===== config.mk =====
export PLATFORM = sky130hd
export DESIGN_NAME = char_lcd_nibble_interface_sequencer_core_flat
export DESIGN_NICKNAME = d
export VERILOG_FILES = /design/src/lcdn_pkg.sv /design/src/lcdn_ifs.sv /design/src/lcdn_ctrl.sv /design/src/lcdn_datapath.sv /design/src/char_lcd_nibble_interface_sequencer_core.sv /design/src/flat_wrapper.sv
export SDC_FILE = /design/constraint.sdc
export NUM_CORES = 1
export LEC_CHECK = 0
export BUFFER_PORTS_ARGS = -buffer_cell sky130_fd_sc_hd__buf_4
export CAP_MARGIN = 30
export CORE_MARGIN = 2
export CORE_UTILIZATION = 60
export DETAILED_ROUTE_END_ITERATION = 8
export PLACE_DENSITY = 0.92
export SKIP_CTS_REPAIR_TIMING = 1
export SYNTH_ARGS = -nofsm -noshare
export SYNTH_HDL_FRONTEND = slang
export SYNTH_SLANG_ARGS = --single-unit

===== constraint.sdc =====
create_clock -name clk -period 6.3 [get_ports clk]
set_input_delay 1.26 -clock clk [delete_from_list [all_inputs] [get_ports clk]]
set_output_delay 1.26 -clock clk [all_outputs]
set_load 0.02 [all_outputs]

===== src/lcdn_pkg.sv =====
// Shared widths, codes, wait constants and the strobe program of the LCD nibble sequencer.
`default_nettype none

package lcdn_pkg;

  localparam int KIND_W     = 2;
  localparam int CHAR_W     = 8;
  localparam int ROW_W      = 2;
  localparam int COL_W      = 6;
  localparam int NIB_W      = 4;
  localparam int ENABLE_W   = 10;
  localparam int SETTLE_W   = 20;
  localparam int HOLD_W     = 25;
  localparam int STEP_W     = 5;
  localparam int CFG_IDX_W  = 1;
  localparam int CFG_DATA_W = 20;
  localparam int ADDR_W     = 7;

  // DDRAM offset between the first and second display rows
  localparam int ROW_STRIDE = 64;
  localparam int COL_MAX    = 40;

  localparam logic [ENABLE_W-1:0] ENABLE_PULSE_RESET = ENABLE_W'(500);
  localparam logic [SETTLE_W-1:0] SETTLE_RESET       = SETTLE_W'(100000);

  localparam logic [HOLD_W-1:0] WAIT_POWERUP = HOLD_W'(20000000);
  localparam logic [HOLD_W-1:0] WAIT_FIRST   = HOLD_W'(5000000);
  localparam logic [HOLD_W-1:0] WAIT_SECOND  = HOLD_W'(200000);
  localparam logic [HOLD_W-1:0] WAIT_FUNCSET = HOLD_W'(50000);
  localparam logic [HOLD_W-1:0] WAIT_ENTRY   = HOLD_W'(10000000);
  localparam logic [HOLD_W-1:0] WAIT_ADDRESS = HOLD_W'(100000);
  localparam logic [HOLD_W-1:0] WAIT_CLEAR   = HOLD_W'(2000000);

  typedef enum logic [KIND_W-1:0] {
    KIND_INIT,
    KIND_CHAR_AT,
    KIND_CHAR_HERE,
    KIND_CLEAR
  } kind_t;

  typedef enum logic [CFG_IDX_W-1:0] {
    CFG_ENABLE_PULSE,
    CFG_SETTLE
  } cfg_index_t;

  typedef enum logic [2:0] {
    NIB_CONST,
    NIB_ADDR_HI,
    NIB_ADDR_LO,
    NIB_CHAR_HI,
    NIB_CHAR_LO
  } nib_sel_t;

  typedef enum logic [2:0] {
    EXTRA_NONE,
    EXTRA_FIRST,
    EXTRA_SECOND,
    EXTRA_FUNCSET,
    EXTRA_ENTRY,
    EXTRA_ADDRESS,
    EXTRA_CLEAR
  } extra_t;

  typedef enum logic [1:0] {
    PH_POWERUP,
    PH_HIGH,
    PH_LOW
  } phase_kind_t;

  // One nibble strobe of the program
  typedef struct packed {
    logic             rs;
    nib_sel_t         nib_sel;
    logic [NIB_W-1:0] nib_const;
    extra_t           extra;
    logic             last;
  } step_t;

  // Controller to datapath
  typedef struct packed {
    logic        capture;
    logic        load;
    phase_kind_t ph;
    step_t       step;
  } lcdn_cmd_t;

  // Datapath to controller
  typedef struct packed {
    logic out_free;
  } lcdn_status_t;

  localparam logic [STEP_W-1:0] STEP_INIT      = STEP_W'(0);
  localparam logic [STEP_W-1:0] STEP_CHAR_AT   = STEP_W'(14);
  localparam logic [STEP_W-1:0] STEP_CHAR_HERE = STEP_W'(16);
  localparam logic [STEP_W-1:0] STEP_CLEAR     = STEP_W'(18);

  function automatic step_t mk_step(input logic rs, input nib_sel_t sel,
                                    input logic [NIB_W-1:0] c, input extra_t extra,
                                    input logic last);
    step_t s;
    s.rs        = rs;
    s.nib_sel   = sel;
    s.nib_const = c;
    s.extra     = extra;
    s.last      = last;
    return s;
  endfunction

  // Strobe program: initialise, char at position, char here (shares the
  // tail of char at position), clear.
  function automatic step_t step_entry(input logic [STEP_W-1:0] idx);
    step_t s;
    case (idx)
      5'd0:    s = mk_step(1'b0, NIB_CONST, 4'h3, EXTRA_FIRST, 1'b0);
      5'd1:    s = mk_step(1'b0, NIB_CONST, 4'h3, EXTRA_SECOND, 1'b0);
      5'd2:    s = mk_step(1'b0, NIB_CONST, 4'h3, EXTRA_NONE, 1'b0);
      5'd3:    s = mk_step(1'b0, NIB_CONST, 4'h2, EXTRA_NONE, 1'b0);
      5'd4:    s = mk_step(1'b0, NIB_CONST, 4'h2, EXTRA_NONE, 1'b0);
      5'd5:    s = mk_step(1'b0, NIB_CONST, 4'h8, EXTRA_FUNCSET, 1'b0);
      5'd6:    s = mk_step(1'b0, NIB_CONST, 4'h0, EXTRA_NONE, 1'b0);
      5'd7:    s = mk_step(1'b0, NIB_CONST, 4'h8, EXTRA_NONE, 1'b0);
      5'd8:    s = mk_step(1'b0, NIB_CONST, 4'h0, EXTRA_NONE, 1'b0);
      5'd9:    s = mk_step(1'b0, NIB_CONST, 4'h1, EXTRA_NONE, 1'b0);
      5'd10:   s = mk_step(1'b0, NIB_CONST, 4'h0, EXTRA_NONE, 1'b0);
      5'd11:   s = mk_step(1'b0, NIB_CONST, 4'h6, EXTRA_ENTRY, 1'b0);
      5'd12:   s = mk_step(1'b0, NIB_CONST, 4'h0, EXTRA_NONE, 1'b0);
      5'd13:   s = mk_step(1'b0, NIB_CONST, 4'hC, EXTRA_NONE, 1'b1);
      5'd14:   s = mk_step(1'b0, NIB_ADDR_HI, 4'h0, EXTRA_NONE, 1'b0);
      5'd15:   s = mk_step(1'b0, NIB_ADDR_LO, 4'h0, EXTRA_ADDRESS, 1'b0);
      5'd16:   s = mk_step(1'b1, NIB_CHAR_HI, 4'h0, EXTRA_NONE, 1'b0);
      5'd17:   s = mk_step(1'b1, NIB_CHAR_LO, 4'h0, EXTRA_NONE, 1'b1);
      5'd18:   s = mk_step(1'b0, NIB_CONST, 4'h0, EXTRA_NONE, 1'b0);
      5'd19:   s = mk_step(1'b0, NIB_CONST, 4'h1, EXTRA_CLEAR, 1'b1);
      default: s = mk_step(1'b0, NIB_CONST, 4'h0, EXTRA_NONE, 1'b1);
    endcase
    return s;
  endfunction

endpackage

`default_nettype wire


===== src/lcdn_ifs.sv =====
// Request and pin-phase channel interfaces of the LCD nibble sequencer.
`default_nettype none

interface lcdn_req_if;
  logic                         valid;
  logic                         ready;
  logic [lcdn_pkg::KIND_W-1:0]  kind;
  logic [lcdn_pkg::CHAR_W-1:0]  char_code;
  logic [lcdn_pkg::ROW_W-1:0]   row;
  logic [lcdn_pkg::COL_W-1:0]   column;

  modport source (output valid, kind, char_code, row, column, input ready);
  modport sink   (input valid, kind, char_code, row, column, output ready);
endinterface

interface lcdn_phase_if;
  logic                         valid;
  logic                         ready;
  logic                         reg_select;
  logic                         enable;
  logic [lcdn_pkg::NIB_W-1:0]   nibble;
  logic [lcdn_pkg::HOLD_W-1:0]  hold_ns;
  logic                         last;

  modport source (output valid, reg_select, enable, nibble, hold_ns, last, input ready);
  modport sink   (input valid, reg_select, enable, nibble, hold_ns, last, output ready);
endinterface

`default_nettype wire


===== src/lcdn_ctrl.sv =====
// Sequencing state machine: walks the strobe program for one request.
`default_nettype none

module lcdn_ctrl (
  input  wire logic                        clk,
  input  wire logic                        rst,
  input  wire logic                        in_valid,
  output logic                             in_ready,
  input  wire logic [lcdn_pkg::KIND_W-1:0] kind,
  input  wire lcdn_pkg::lcdn_status_t      status,
  output lcdn_pkg::lcdn_cmd_t              cmd
);
  import lcdn_pkg::*;

  typedef enum logic [1:0] {
    ST_IDLE,
    ST_POWERUP,
    ST_HIGH,
    ST_LOW
  } state_t;

  state_t            state;
  logic [STEP_W-1:0] step;
  step_t             entry;
  logic              accept;

  assign entry    = step_entry(step);
  assign in_ready = (state == ST_IDLE);
  assign accept   = in_valid && in_ready;

  always_comb begin
    cmd.capture = accept;
    cmd.load    = (state != ST_IDLE) && status.out_free;
    cmd.step    = entry;
    case (state)
      ST_POWERUP: cmd.ph = PH_POWERUP;
      ST_HIGH:    cmd.ph = PH_HIGH;
      ST_LOW:     cmd.ph = PH_LOW;
      default:    cmd.ph = PH_HIGH;
    endcase
  end

  always_ff @(posedge clk) begin
    if (rst) begin
      state <= ST_IDLE;
      step  <= STEP_INIT;
    end else begin
      case (state)
        ST_IDLE: begin
          if (accept) begin
            case (kind_t'(kind))
              KIND_INIT: begin
                step  <= STEP_INIT;
                state <= ST_POWERUP;
              end
              KIND_CHAR_AT: begin
                step  <= STEP_CHAR_AT;
                state <= ST_HIGH;
              end
              KIND_CHAR_HERE: begin
                step  <= STEP_CHAR_HERE;
                state <= ST_HIGH;
              end
              default: begin
                step  <= STEP_CLEAR;
                state <= ST_HIGH;
              end
            endcase
          end
        end
        ST_POWERUP: begin
          if (cmd.load) state <= ST_HIGH;
        end
        ST_HIGH: begin
          if (cmd.load) state <= ST_LOW;
        end
        ST_LOW: begin
          if (cmd.load) begin
            if (entry.last) begin
              state <= ST_IDLE;
            end else begin
              step  <= step + STEP_W'(1);
              state <= ST_HIGH;
            end
          end
        end
        default: state <= ST_IDLE;
      endcase
    end
  end

endmodule

`default_nettype wire


===== src/lcdn_datapath.sv =====
// Timing registers, request latch, address build and registered phase output.
`default_nettype none

module lcdn_datapath (
  input  wire logic                            clk,
  input  wire logic                            rst,
  input  wire logic                            cfg_we,
  input  wire logic [lcdn_pkg::CFG_IDX_W-1:0]  cfg_index,
  input  wire logic [lcdn_pkg::CFG_DATA_W-1:0] cfg_data,
  input  wire logic [lcdn_pkg::CHAR_W-1:0]     char_code,
  input  wire logic [lcdn_pkg::ROW_W-1:0]      row,
  input  wire logic [lcdn_pkg::COL_W-1:0]      column,
  input  wire lcdn_pkg::lcdn_cmd_t             cmd,
  output lcdn_pkg::lcdn_status_t               status,
  input  wire logic                            out_ready,
  output logic                                 out_valid,
  output logic                                 reg_select,
  output logic                                 enable,
  output logic [lcdn_pkg::NIB_W-1:0]           nibble,
  output logic [lcdn_pkg::HOLD_W-1:0]          hold_ns,
  output logic                                 last
);
  import lcdn_pkg::*;

  logic [ENABLE_W-1:0] enable_pulse;
  logic [SETTLE_W-1:0] settle;
  logic [CHAR_W-1:0]   char_q;
  logic [ROW_W-1:0]    row_q;
  logic [COL_W-1:0]    col_q;

  logic [COL_W-1:0]    col_c;
  logic [ADDR_W-1:0]   offset;
  logic [CHAR_W-1:0]   addr_byte;
  logic [NIB_W-1:0]    nib_next;
  logic [HOLD_W-1:0]   extra_ns;
  logic [HOLD_W-1:0]   hold_next;

  assign status.out_free = !out_valid || out_ready;

  always_ff @(posedge clk) begin
    if (rst) begin
      enable_pulse <= ENABLE_PULSE_RESET;
      settle       <= SETTLE_RESET;
    end else if (cfg_we) begin
      case (cfg_index_t'(cfg_index))
        CFG_ENABLE_PULSE: enable_pulse <= cfg_data[ENABLE_W-1:0];
        CFG_SETTLE:       settle       <= cfg_data[SETTLE_W-1:0];
        default:          settle       <= settle;
      endcase
    end
  end

  always_ff @(posedge clk) begin
    if (cmd.capture) begin
      char_q <= char_code;
      row_q  <= row;
      col_q  <= column;
    end
  end

  // Clamp row to 1..2 and column to 1..40, then form the set-address byte
  always_comb begin
    if (col_q == COL_W'(0))            col_c = COL_W'(1);
    else if (col_q > COL_W'(COL_MAX))  col_c = COL_W'(COL_MAX);
    else                               col_c = col_q;
    offset = ((row_q >= ROW_W'(2)) ? ADDR_W'(ROW_STRIDE) : ADDR_W'(0))
           + ADDR_W'(col_c - COL_W'(1));
    addr_byte = {1'b1, offset};
  end

  always_comb begin
    case (cmd.step.nib_sel)
      NIB_CONST:   nib_next = cmd.step.nib_const;
      NIB_ADDR_HI: nib_next = addr_byte[7:4];
      NIB_ADDR_LO: nib_next = addr_byte[3:0];
      NIB_CHAR_HI: nib_next = char_q[7:4];
      NIB_CHAR_LO: nib_next = char_q[3:0];
      default:     nib_next = cmd.step.nib_const;
    endcase
  end

  always_comb begin
    case (cmd.step.extra)
      EXTRA_NONE:    extra_ns = '0;
      EXTRA_FIRST:   extra_ns = WAIT_FIRST;
      EXTRA_SECOND:  extra_ns = WAIT_SECOND;
      EXTRA_FUNCSET: extra_ns = WAIT_FUNCSET;
      EXTRA_ENTRY:   extra_ns = WAIT_ENTRY;
      EXTRA_ADDRESS: extra_ns = WAIT_ADDRESS;
      EXTRA_CLEAR:   extra_ns = WAIT_CLEAR;
      default:       extra_ns = '0;
    endcase
    case (cmd.ph)
      PH_POWERUP: hold_next = WAIT_POWERUP;
      PH_HIGH:    hold_next = HOLD_W'(enable_pulse);
      PH_LOW:     hold_next = HOLD_W'(settle) + extra_ns;
      default:    hold_next = HOLD_W'(enable_pulse);
    endcase
  end

  always_ff @(posedge clk) begin
    if (rst) begin
      out_valid <= 1'b0;
    end else if (cmd.load) begin
      out_valid <= 1'b1;
    end else if (out_ready) begin
      out_valid <= 1'b0;
    end
  end

  always_ff @(posedge clk) begin
    if (cmd.load) begin
      reg_select <= (cmd.ph == PH_POWERUP) ? 1'b0 : cmd.step.rs;
      enable     <= (cmd.ph == PH_HIGH);
      nibble     <= (cmd.ph == PH_POWERUP) ? NIB_W'(0) : nib_next;
      hold_ns    <= hold_next;
      last       <= (cmd.ph == PH_LOW) && cmd.step.last;
    end
  end

endmodule

`default_nettype wire


===== src/char_lcd_nibble_interface_sequencer_core.sv =====
// Top level of the 4-bit character-LCD bus sequencer: controller plus datapath.
`default_nettype none

// Each accepted request is expanded into a run of pin phases for a 4-bit
// character LCD: RS level, enable level, the D7..D4 nibble and how long to
// hold them in ns. Bytes go out high nibble first; each nibble strobe is an
// enable-high phase (enable_pulse_ns) followed by an enable-low phase
// (settle_ns plus any extra command wait). Initialise gives 29 phases
// (power-up wait, wake-up nibbles 3,3,3,2, then function set, display off,
// clear, entry mode, display on), char-at-position 8, char-here 4 and clear 4;
// the final phase of each request carries last. The controller emits one
// phase per cycle into a single output register while the sink takes every
// transfer at once; back-pressure on the phase channel holds the sequencer
// until the pending phase is taken. A new request is taken as soon as the
// last phase of the previous one has been loaded, even while that phase
// still waits to be taken. Timing registers (index 0 enable_pulse_ns, index
// 1 settle_ns) are written through the plain write port; the user must write
// them only while the block is idle (the block itself does not enforce it),
// and they are used as written.
module char_lcd_nibble_interface_sequencer_core (
  input  wire logic                            clk,
  input  wire logic                            rst,
  input  wire logic                            cfg_we,
  input  wire logic [lcdn_pkg::CFG_IDX_W-1:0]  cfg_index,
  input  wire logic [lcdn_pkg::CFG_DATA_W-1:0] cfg_data,
  lcdn_req_if.sink                             req,
  lcdn_phase_if.source                         phase
);
  import lcdn_pkg::*;

  lcdn_cmd_t    cmd;
  lcdn_status_t status;

  // Sequencer: owns the program counter and the request handshake
  lcdn_ctrl u_ctrl (
    .clk      (clk),
    .rst      (rst),
    .in_valid (req.valid),
    .in_ready (req.ready),
    .kind     (req.kind),
    .status   (status),
    .cmd      (cmd)
  );

  // Datapath: timing registers, latched request, phase output register
  lcdn_datapath u_datapath (
    .clk        (clk),
    .rst        (rst),
    .cfg_we     (cfg_we),
    .cfg_index  (cfg_index),
    .cfg_data   (cfg_data),
    .char_code  (req.char_code),
    .row        (req.row),
    .column     (req.column),
    .cmd        (cmd),
    .status     (status),
    .out_ready  (phase.ready),
    .out_valid  (phase.valid),
    .reg_select (phase.reg_select),
    .enable     (phase.enable),
    .nibble     (phase.nibble),
    .hold_ns    (phase.hold_ns),
    .last       (phase.last)
  );

`ifndef ASSERT_OFF
  // Never overwrite a phase that the sink has not yet taken
  a_no_overwrite: assert property (@(posedge clk) disable iff (rst)
    cmd.load |-> (!phase.valid || phase.ready))
    else $error("phase loaded over a pending transfer");

  // In the cycle after a request is taken the block is busy
  a_busy_after_accept: assert property (@(posedge clk) disable iff (rst)
    (req.valid && req.ready) |=> !req.ready)
    else $error("request accepted while sequencing");

  // The closing phase of a request always leaves enable low
  a_last_enable_low: assert property (@(posedge clk) disable iff (rst)
    (phase.valid && phase.last) |-> !phase.enable)
    else $error("last phase with enable high");

  // Capture of a request and a phase load never coincide
  a_no_load_when_idle: assert property (@(posedge clk) disable iff (rst)
    cmd.capture |-> !cmd.load)
    else $error("phase load while taking a request");
`endif

endmodule

`default_nettype wire

===== src/flat_wrapper.sv =====
// flat-port wrapper written by rule: the top's interface ports become plain ports
module char_lcd_nibble_interface_sequencer_core_flat import lcdn_pkg::*;
  (clk, rst, cfg_we, cfg_index, cfg_data, req_valid, req_kind, req_char_code, req_row, req_column, req_ready, phase_valid, phase_reg_select, phase_enable, phase_nibble, phase_hold_ns, phase_last, phase_ready);
  lcdn_req_if req_i ();
  lcdn_phase_if phase_i ();
  input  wire logic clk;
  input  wire logic rst;
  input  wire logic cfg_we;
  input  wire logic [lcdn_pkg::CFG_IDX_W-1:0] cfg_index;
  input  wire logic [lcdn_pkg::CFG_DATA_W-1:0] cfg_data;
  input wire logic [$bits(req_i.valid)-1:0] req_valid;
  input wire logic [$bits(req_i.kind)-1:0] req_kind;
  input wire logic [$bits(req_i.char_code)-1:0] req_char_code;
  input wire logic [$bits(req_i.row)-1:0] req_row;
  input wire logic [$bits(req_i.column)-1:0] req_column;
  output wire logic [$bits(req_i.ready)-1:0] req_ready;
  output wire logic [$bits(phase_i.valid)-1:0] phase_valid;
  output wire logic [$bits(phase_i.reg_select)-1:0] phase_reg_select;
  output wire logic [$bits(phase_i.enable)-1:0] phase_enable;
  output wire logic [$bits(phase_i.nibble)-1:0] phase_nibble;
  output wire logic [$bits(phase_i.hold_ns)-1:0] phase_hold_ns;
  output wire logic [$bits(phase_i.last)-1:0] phase_last;
  input wire logic [$bits(phase_i.ready)-1:0] phase_ready;
  assign req_i.valid = req_valid;
  assign req_i.kind = req_kind;
  assign req_i.char_code = req_char_code;
  assign req_i.row = req_row;
  assign req_i.column = req_column;
  assign req_ready = req_i.ready;
  assign phase_valid = phase_i.valid;
  assign phase_reg_select = phase_i.reg_select;
  assign phase_enable = phase_i.enable;
  assign phase_nibble = phase_i.nibble;
  assign phase_hold_ns = phase_i.hold_ns;
  assign phase_last = phase_i.last;
  assign phase_i.ready = phase_ready;
  char_lcd_nibble_interface_sequencer_core u_core (.clk(clk), .rst(rst), .cfg_we(cfg_we), .cfg_index(cfg_index), .cfg_data(cfg_data), .req(req_i), .phase(phase_i));
endmodule

==> results by group, run 1 <==
Power
  – Lkg Pwr: 2.27 nW
  – Sw Ratio: 0.345
  – Net switching power: 0.000621 W
  – Cell Int Power: 0.00118 W
  – Logic pwr share: 0.297
  – PwrDens: 314 nW/um2
  – Sequential share of power: 0.466
  – Worst vdd ir: 0.000184 V
  – Clock share of power: 0.237

Critical path
  – Flop2flop setup slack: 2.89 ns
  – Worst Path Max Fanout: 6
  – R2R Path End: u_core.u_datapath.hold_ns[21]$_DFFE_PP_
  – Crit. End Element: register
  – Worst setup startpoint: u_core.u_ctrl.entry[3]$_DFF_P_
  – Last element of the critical path: u_core.u_datapath.hold_ns[21]$_DFFE_PP_
  – Number of cells on the worst reg-to-reg path: 11
  – CP arrival: 3.54 ns
  – Reg2reg start: u_core.u_ctrl.entry[3]$_DFF_P_
  – Crit Path Class: reg -> reg
  – Critical Path Source Type: register
  – CP Data Required Time: 6.42 ns

Die
  – Horiz. Die Dim: 94.4 um
  – Core area: 7810 um2
  – Num rows: 32
  – Initial core utilization: 0.628
  – Die ar.: 8910 um2
  – # IOs: 78
  – Die Y: 94.4 um

Global routing
  – M1 GR Usage: 0.346
  – First-pass GRT wire length: 19,200 um
  – Top Usage Layer GRT: met2
  – Vias in the first global route: 4,058
  – Largest net degree at the start of global routing: 46
  – GRT Total Usage: 0.278
  – Routing usage on met2: 0.474
  – Remaining Overflow, GRT: 0
  – Met3 usage: 0.0543
  – Initial antenna violation count: 0

Synth
  – Yosys top cell by area: edfxtp_1
  – Yosys cell types: 66
  – Synth Flop Type: dfxtp_1
  – Post-Synthesis Cells: 520
  – Xor-xnor portion of the synthesized cell area: 0.0286
  – Post-synth top area share: 0.288
  – Multiplexer area fraction after synthesis: 0.00612
  – Area contributors post-synth: edfxtp_1 (29%), dfxtp_1 (20%), nand2_1 (5.6%), a21oi_1 (4.9%), ha_1 (4.3%)
  – Synth async-reset ratio: 0
  – Post-Synth Adder-Cell Area: 0.0475
  – Synth Area in Simple Gates: 0.182
  – Syn Nets: 582
  – EDFF count, synth: 47
  – Mapped Area: 4900 um2
  – Yosys warnings: 0
  – Syn avg cell area: 9.43 um2
  – Synth Area in Compound Gates: 0.205
  – Register area share after synthesis: 0.492
  – Largest family of logic cells by synthesized area: compound AO/OA/AOI/OAI gates
  – Synthesized flop and latch total: 97

Finish
  – Area grow syn2layout: 16.9%
  – Nets@finish: 648
  – N_diodes: 0
  – Fillers: 564
  – Share of cells above drive strength 1: 0.184
  – Final Util: 0.734

STA
  – Final hold slack: 0.466 ns
  – Max frequency: 293 MHz
  – Final Setup Violations: 0
  – Final Hold Viols: 0
  – Actual slew at the worst max-slew pin: 0.957 ns
  – Final Cycle Share: 0.542
  – Final Critical Period: 3.41 ns
  – RSZ-0062 raised after global routing: false
  – Slew Limit Fails: 0
  – Skew final: 0.00886 ns
  – Max_slew headroom: 0.361
  – Total Negative Setup Slacks: 0 ns

Placement
  – Port bufs: 76
  – Dpl hpwl: 8450 um
  – Routability cong.: 0.919

Clocking
  – CTS tree: done
  – Root Buffer: clkbuf_8
  – CTS sink count: 97
  – Clock transition at path regs: 0.10 ns
  – H-tree depth: 3
  – Buffers from clock root to sink, at most: 2
  – Num CTS Buffers: 9
  – Clock latency on the worst-skew pair: 0.37 ns

Routing
  – Final ANT Viol Nets: 0
  – WL/cell: 17.0 um
  – DRT Wirelength: 11,800 um
  – Via count: 4,220
  – DRC: 0
  – Initial DRC count: 259
  – Pre-antenna DRT Iters: 7
  – Vias per Instance: 6.09

Run
  – Max-Cap Viols: 0

Min path
  – Hold Path Class: reg -> reg

Run status
  – Outcome: finished clean
==> power by group through the flow <==
stage	Clock, W	Combinational, W	Sequential, W
after global routing	0.000456	0.000580	0.000849
after floorplan	0	0.000298	0.000895
after global placement	0	0.000513	0.000848
after CTS	0.000428	0.000530	0.000839
final	0.000427	0.000535	0.000840
after detailed placement	0	0.000527	0.000853
==> how the worst min path moves through the flow <==
stage | from | cells past startpoint | end | slack [ns]
detailed placement | u_core.u_datapath.settle[3]$_SDFFE_PP0P_ | 2 | u_core.u_datapath.settle[3]$_SDFFE_PP0P_ | 0.45
global placement | u_core.u_datapath.settle[0]$_SDFFE_PP0P_ | 2 | u_core.u_datapath.settle[0]$_SDFFE_PP0P_ | 0.44
CTS | u_core.u_datapath.settle[3]$_SDFFE_PP0P_ | 2 | u_core.u_datapath.settle[3]$_SDFFE_PP0P_ | 0.47
finish | u_core.u_datapath.settle[3]$_SDFFE_PP0P_ | 2 | u_core.u_datapath.settle[3]$_SDFFE_PP0P_ | 0.47
global route | u_core.u_datapath.settle[4]$_SDFFE_PP0P_ | 2 | u_core.u_datapath.settle[4]$_SDFFE_PP0P_ | 0.49
floorplan | u_core.u_datapath.settle[0]$_SDFFE_PP0P_ | 2 | u_core.u_datapath.settle[0]$_SDFFE_PP0P_ | 0.44
==> state kept, by name (all words and copies together) (netlist names), 4 cells and up <==
name and cells:
u_core.u_ctrl.entry 12, u_core.u_ctrl.step 5, u_core.u_datapath.char_q 8, u_core.u_datapath.col_q 6
u_core.u_datapath.enable_pulse 10, u_core.u_datapath.hold_ns 25, u_core.u_datapath.nibble 4, u_core.u_datapath.settle 20
==> through the flow <==
stage	cells	setup WS [ns]	total power, W	instance area, um2
after detailed placement	677	2.99	0.00138	5520
final	693	2.89	0.00180	5730
after floorplan	520	2.92	0.00119	4900
after global routing	693	2.74	0.00189	5730
after CTS	693	2.99	0.00180	5730
after global placement	677	3.09	0.00136	5520
==> layer usage <==
metal  wire length (um)  vias to the layer above
li1                   -                     2020
met1               4860                     1963
met2               5800                      194
met3                697                       43
met4                418                        0
met5                  0                        -
==> worst max-delay path, stage by stage, from the launching register on <==
cell,delay (ns)
dfxtp_1,0.44
inv_1,0.14
nand2_1,0.12
inv_1,0.09
and2_1,0.19
or2_2,0.31
ha_1,0.24
a21oi_1,0.38
inv_1,0.09
a2111oi_0,0.68
a21oi_1,0.18
a41o_1,0.30
==> final cells by class <==
type	instances	area, um2	share of cell area
multi-input cells	376	2300	0.402
well taps	102	128	0.0223
repair buffers	78	586	0.102
inverters	24	90.1	0.0157
flip-flops and latches	97	2410	0.421
clock buffers	9	124	0.0216
clock inverters	7	86.3	0.0151
==> synth_stat cells (all sizes together) (3+ instances only) <==
| library cell | number |
|---|---|
| a311o | 3 |
| a21oi | 48 |
| nand3 | 10 |
| nand2b | 14 |
| o21a | 4 |
| dfxtp | 50 |
| a21o | 6 |
| a211oi | 4 |
| nor2 | 45 |
| xnor2 | 11 |
| o21ai | 32 |
| clkbuf | 20 |
| o22ai | 8 |
| mux2i | 3 |
| and2 | 4 |
| nand2 | 74 |
| nor3 | 10 |
| o221ai | 3 |
| a31oi | 5 |
| nor2b | 6 |
| o31a | 3 |
| inv | 24 |
| nand3b | 8 |
| nor4 | 4 |
| buf | 3 |
| o31ai | 3 |
| edfxtp | 47 |
| a211o | 7 |
| xor2 | 5 |
| nand4 | 3 |
| ha | 17 |
==> cells by family after synthesis <==
family / Yosys count
XOR/XNOR: 16
AO/OA/AOI/OAI: 151
adder cells (fa/ha/maj): 18
AND/OR/NAND/NOR: 188
multiplexers: 3
flip-flops: 97
buffers and inverters: 47
==> cells in the final DEF (no fill, tap or decap), types with 3 or more instances in the layout <==
| cell type | n |
|---|---|
| clkbuf_8 | 9 |
| nor2_1 | 44 |
| nor2b_1 | 6 |
| xor2_1 | 5 |
| nand2_1 | 73 |
| buf_4 | 78 |
| nand3_1 | 10 |
| edfxtp_1 | 47 |
| mux2i_1 | 3 |
| a311o_1 | 3 |
| o22ai_1 | 8 |
| o31a_1 | 3 |
| a21o_1 | 6 |
| o21ai_0 | 31 |
| nor4_1 | 3 |
| and2_1 | 4 |
| dfxtp_1 | 50 |
| nor3_1 | 9 |
| a31oi_1 | 5 |
| xnor2_1 | 11 |
| o21a_1 | 4 |
| nand4_1 | 3 |
| o221ai_1 | 3 |
| nand2b_1 | 14 |
| a21oi_1 | 48 |
| a211o_1 | 7 |
| ha_1 | 17 |
| a211oi_1 | 4 |
| inv_1 | 23 |
| nand3b_1 | 8 |
Note: power is estimated with default switching activity, not from simulation.
==> inputs of run 2 (changes only) <==
- ABC_AREA: unset -> 1
- CORE_UTILIZATION: 60 -> 51
- PLACE_DENSITY: 0.92 -> 0.84
- clock period: 6.3 -> 2.9 ns (I/O delays scaled with it)
==> run 2 against run 1 <==
Compared with the run above: total power rose to 2.9 times the previous value; first-iteration DRC count shrank 3.1%; critical endpoint is now u_core.u_datapath.hold_ns[20]$_DFFE_PP_; highest routed layer unchanged; sequential power increased by 150%; largest cell class unchanged; worst hold slack worse by 0.094 ns.
==> results by group, run 2 <==
Die
  – Core area: 9240 um2 (+18%)
  – Die ar.: 10,400 um2 (+16%)
  – # IOs: 78 (unchanged)
  – Die Y: 102 um (+7.8%)
  – Horiz. Die Dim: 102 um (+7.8%)
  – Initial core utilization: 0.528 (-0.100)
  – Num rows: 35 (+9.4%)

Power
  – Cell Int Power: 0.00317 W (+170%)
  – PwrDens: 904 nW/um2 (+190%)
  – Net switching power: 0.00208 W (+230%)
  – Sequential share of power: 0.400 (-0.066)
  – Clock share of power: 0.186 (-0.051)
  – Sw Ratio: 0.396 (+0.0512)
  – Worst vdd ir: 0.000669 V (+260%)
  – Lkg Pwr: 2.71 nW (+19%)
  – Logic pwr share: 0.414 (+0.117)

Clocking
  – H-tree depth: 3 (unchanged)
  – Root Buffer: clkbuf_8
  – CTS sink count: 97 (unchanged)
  – Num CTS Buffers: 9 (unchanged)
  – Buffers from clock root to sink, at most: 2 (unchanged)
  – CTS tree: done
  – Clock transition at path regs: 0.10 ns (about the same)
  – Clock latency on the worst-skew pair: 0.37 ns (about the same)

Global routing
  – GRT Total Usage: 0.228 (-0.0504)
  – First-pass GRT wire length: 18,500 um (-3.4%)
  – Largest net degree at the start of global routing: 38 (-17%)
  – Vias in the first global route: 4,045 (-0.32%)
  – Initial antenna violation count: 0 (unchanged)
  – Remaining Overflow, GRT: 0 (unchanged)

Placement
  – Port bufs: 76 (unchanged)
  – Dpl cell area: 5590 um2 (+1.2%)
  – Routability cong.: 0.923 (+0.46%)
  – Dpl hpwl: 8120 um (-3.9%)

Routing
  – Pre-antenna DRT Iters: 5 (-2)
  – WL/cell: 13.7 um (-19%)
  – Final ANT Viol Nets: 0 (unchanged)
  – Initial DRC count: 251 (-3.1%)
  – Vias per Instance: 5.24 (-14%)
  – DRT Wirelength: 11,100 um (-5.6%)
  – DRC: 0 (unchanged)
  – Via count: 4,248 (+0.66%)

Finish
  – Nets@finish: 739 (+14%)
  – Commonest non-fill, non-tap cells in the layout: nand2_1 (130), nor2_1 (84), buf_4 (79)
  – Reg with most FFs: u_core.u_datapath.hold_ns
  – Design area: 5810 um2 (+1.4%)
  – Commonest non-fill, non-tap cell in the layout: nand2_1
  – Share of cells above drive strength 1: 0.182 (-0.00261)
  – Max reg flops: 25 (unchanged)
  – Area grow syn2layout: 19.1%
  – Fillers: 799 (+42%)
  – N_diodes: 0 (unchanged)
  – Final Util: 0.629 (-0.105)

Run status
  – Outcome: finished clean

STA
  – Total Negative Setup Slacks: 0 ns (unchanged)
  – Final Hold Viols: 0 (unchanged)
  – Final Cycle Share: 0.848 (+0.306)
  – Actual slew at the worst max-slew pin: 0.699 ns (-0.257 ns)
  – Max frequency: 407 MHz (+39%)
  – Final hold slack: 0.372 ns (-0.0937 ns)
  – Slew Limit Fails: 0 (unchanged)
  – RSZ-0062 raised after global routing: false
  – Max_slew headroom: 0.533 (+0.172)
  – Final Critical Period: 2.46 ns (-0.956 ns)
  – Skew final: 0.0137 ns (+0.00485 ns)
  – Final Setup Violations: 0 (unchanged)

Synth
  – Mapped Area: 4880 um2 (-0.56%)
  – Top cells by count, synth: nand2_1 (130), nor2_1 (84), nand3_1 (60), inv_1 (57), dfxtp_1 (50)
  – Most frequent cell after synthesis: nand2_1
  – Register area share after synthesis: 0.495 (+0.00278)
  – Yosys cell types: 38 (-42%)
  – Post-synth top area share: 0.289 (+0.00162)
  – Area contributors post-synth: edfxtp_1 (29%), dfxtp_1 (21%), nand2_1 (10%), nor2_1 (6.5%), nand3_1 (6.2%)
  – EDFF count, synth: 47 (unchanged)
  – Yosys warnings: 0 (unchanged)
  – Synth async-reset ratio: 0 (unchanged)
  – Synthesized flop and latch total: 97 (unchanged)
  – Synth Flop Type: dfxtp_1
  – Syn avg cell area: 8.15 um2 (-14%)
  – Syn Nets: 660 (+13%)
  – Post-Synthesis Cells: 598 (+15%)
  – Yosys top cell by area: edfxtp_1

Run
  – Max-Cap Viols: 0 (unchanged)

Critical path
  – CP arrival: 2.58 ns (-0.96 ns)
  – Critical Path Source Type: register
  – Crit Path Class: reg -> reg
  – CP Data Required Time: 3.03 ns (-3.39 ns)
  – Worst Path Max Fanout: 6 (unchanged)
  – Crit. End Element: register

Min path
  – Hold Path Class: in -> reg
[run 2: cell types whose count changed after synthesis, moves of 13 or more]
cell,previous run,this run
nand3_1,10,60
nor2_1,45,84
nand2_1,73,130
a21oi_1,48,28
o21ai_0,31,44
nand2b_1,14,0
inv_1,23,57
[run 2: worst paths after layout]
kind,startpoint,to,slack [ns],cells past startpoint
hold reg to reg,u_core.u_datapath.enable_pulse[6]$_SDFFE_PP1P_,u_core.u_datapath.enable_pulse[6]$_SDFFE_PP1P_,0.47,2
setup reg to reg,u_core.u_ctrl.entry[1]$_SDFF_PP0_,u_core.u_datapath.hold_ns[20]$_DFFE_PP_,0.44,13
setup / recovery,u_core.u_ctrl.entry[1]$_SDFF_PP0_,u_core.u_datapath.hold_ns[20]$_DFFE_PP_,0.44,13
hold / removal,req_column[0],u_core.u_datapath.col_q[0]$_DFFE_PP_,0.37,1
[run 2: through the flow]
step,setup WS (ns),cells,power [W]
floorplan,0.820,598,0.00355
global placement,0.488,795,0.00421
detailed placement,0.474,795,0.00428
CTS,0.456,811,0.00526
global route,0.119,811,0.00559
finish,0.442,811,0.00525
[run 2: kinds of logic after synthesis]
kind of cell	count (synthesis)	share of synthesized area
buffers and inverters	77	0.0603
AOI/OAI and AO/OA	94	0.109
and+or+nand+nor	308	0.281
adders and majority gates	18	0.0477
xor gates and xnor gates	4	0.00719
DFF	97	0.495
[run 2: cell type report]
cell class / instances / area [um2] / area share
Tap cell: 129 / 161 / 0.0278
Timing Repair Buffer: 79 / 593 / 0.102
Inverter: 66 / 253 / 0.0435
Clock inverter: 6 / 91.3 / 0.0157
Clock buffer: 10 / 128 / 0.0220
Sequential cell: 97 / 2410 / 0.415
Multi-Input combinational cell: 424 / 2170 / 0.374
[run 2: power by group through the flow]
stage / clock (W) / sequential [W] / combinational [W]
final: 0.000977 / 0.00210 / 0.00217
after global routing: 0.00104 / 0.00214 / 0.00241
after CTS: 0.000994 / 0.00210 / 0.00217
after detailed placement: 0 / 0.00213 / 0.00216
after global placement: 0 / 0.00212 / 0.00209
after floorplan: 0 / 0.00238 / 0.00118
[run 2: critical path, stage by stage (launching register included)]
cell	delay (ns)
dfxtp_1	0.40
inv_1	0.12
nor3_1	0.27
ha_1	0.28
fa_1	0.22
nand3_1	0.12
nand2_1	0.16
nand2_1	0.07
o211ai_1	0.17
nand3_1	0.17
nand2_1	0.09
nand2_1	0.05
nand3_1	0.06
nand2_1	0.05
[run 2: layer usage]
layer	up-vias	track usage	part of all wire
met5	-	0	0
met4	0	0.0800	0.016
met3	16	0.0393	0.052
met2	133	0.374	0.47
met1	1941	0.304	0.46
li1	2158	-	-
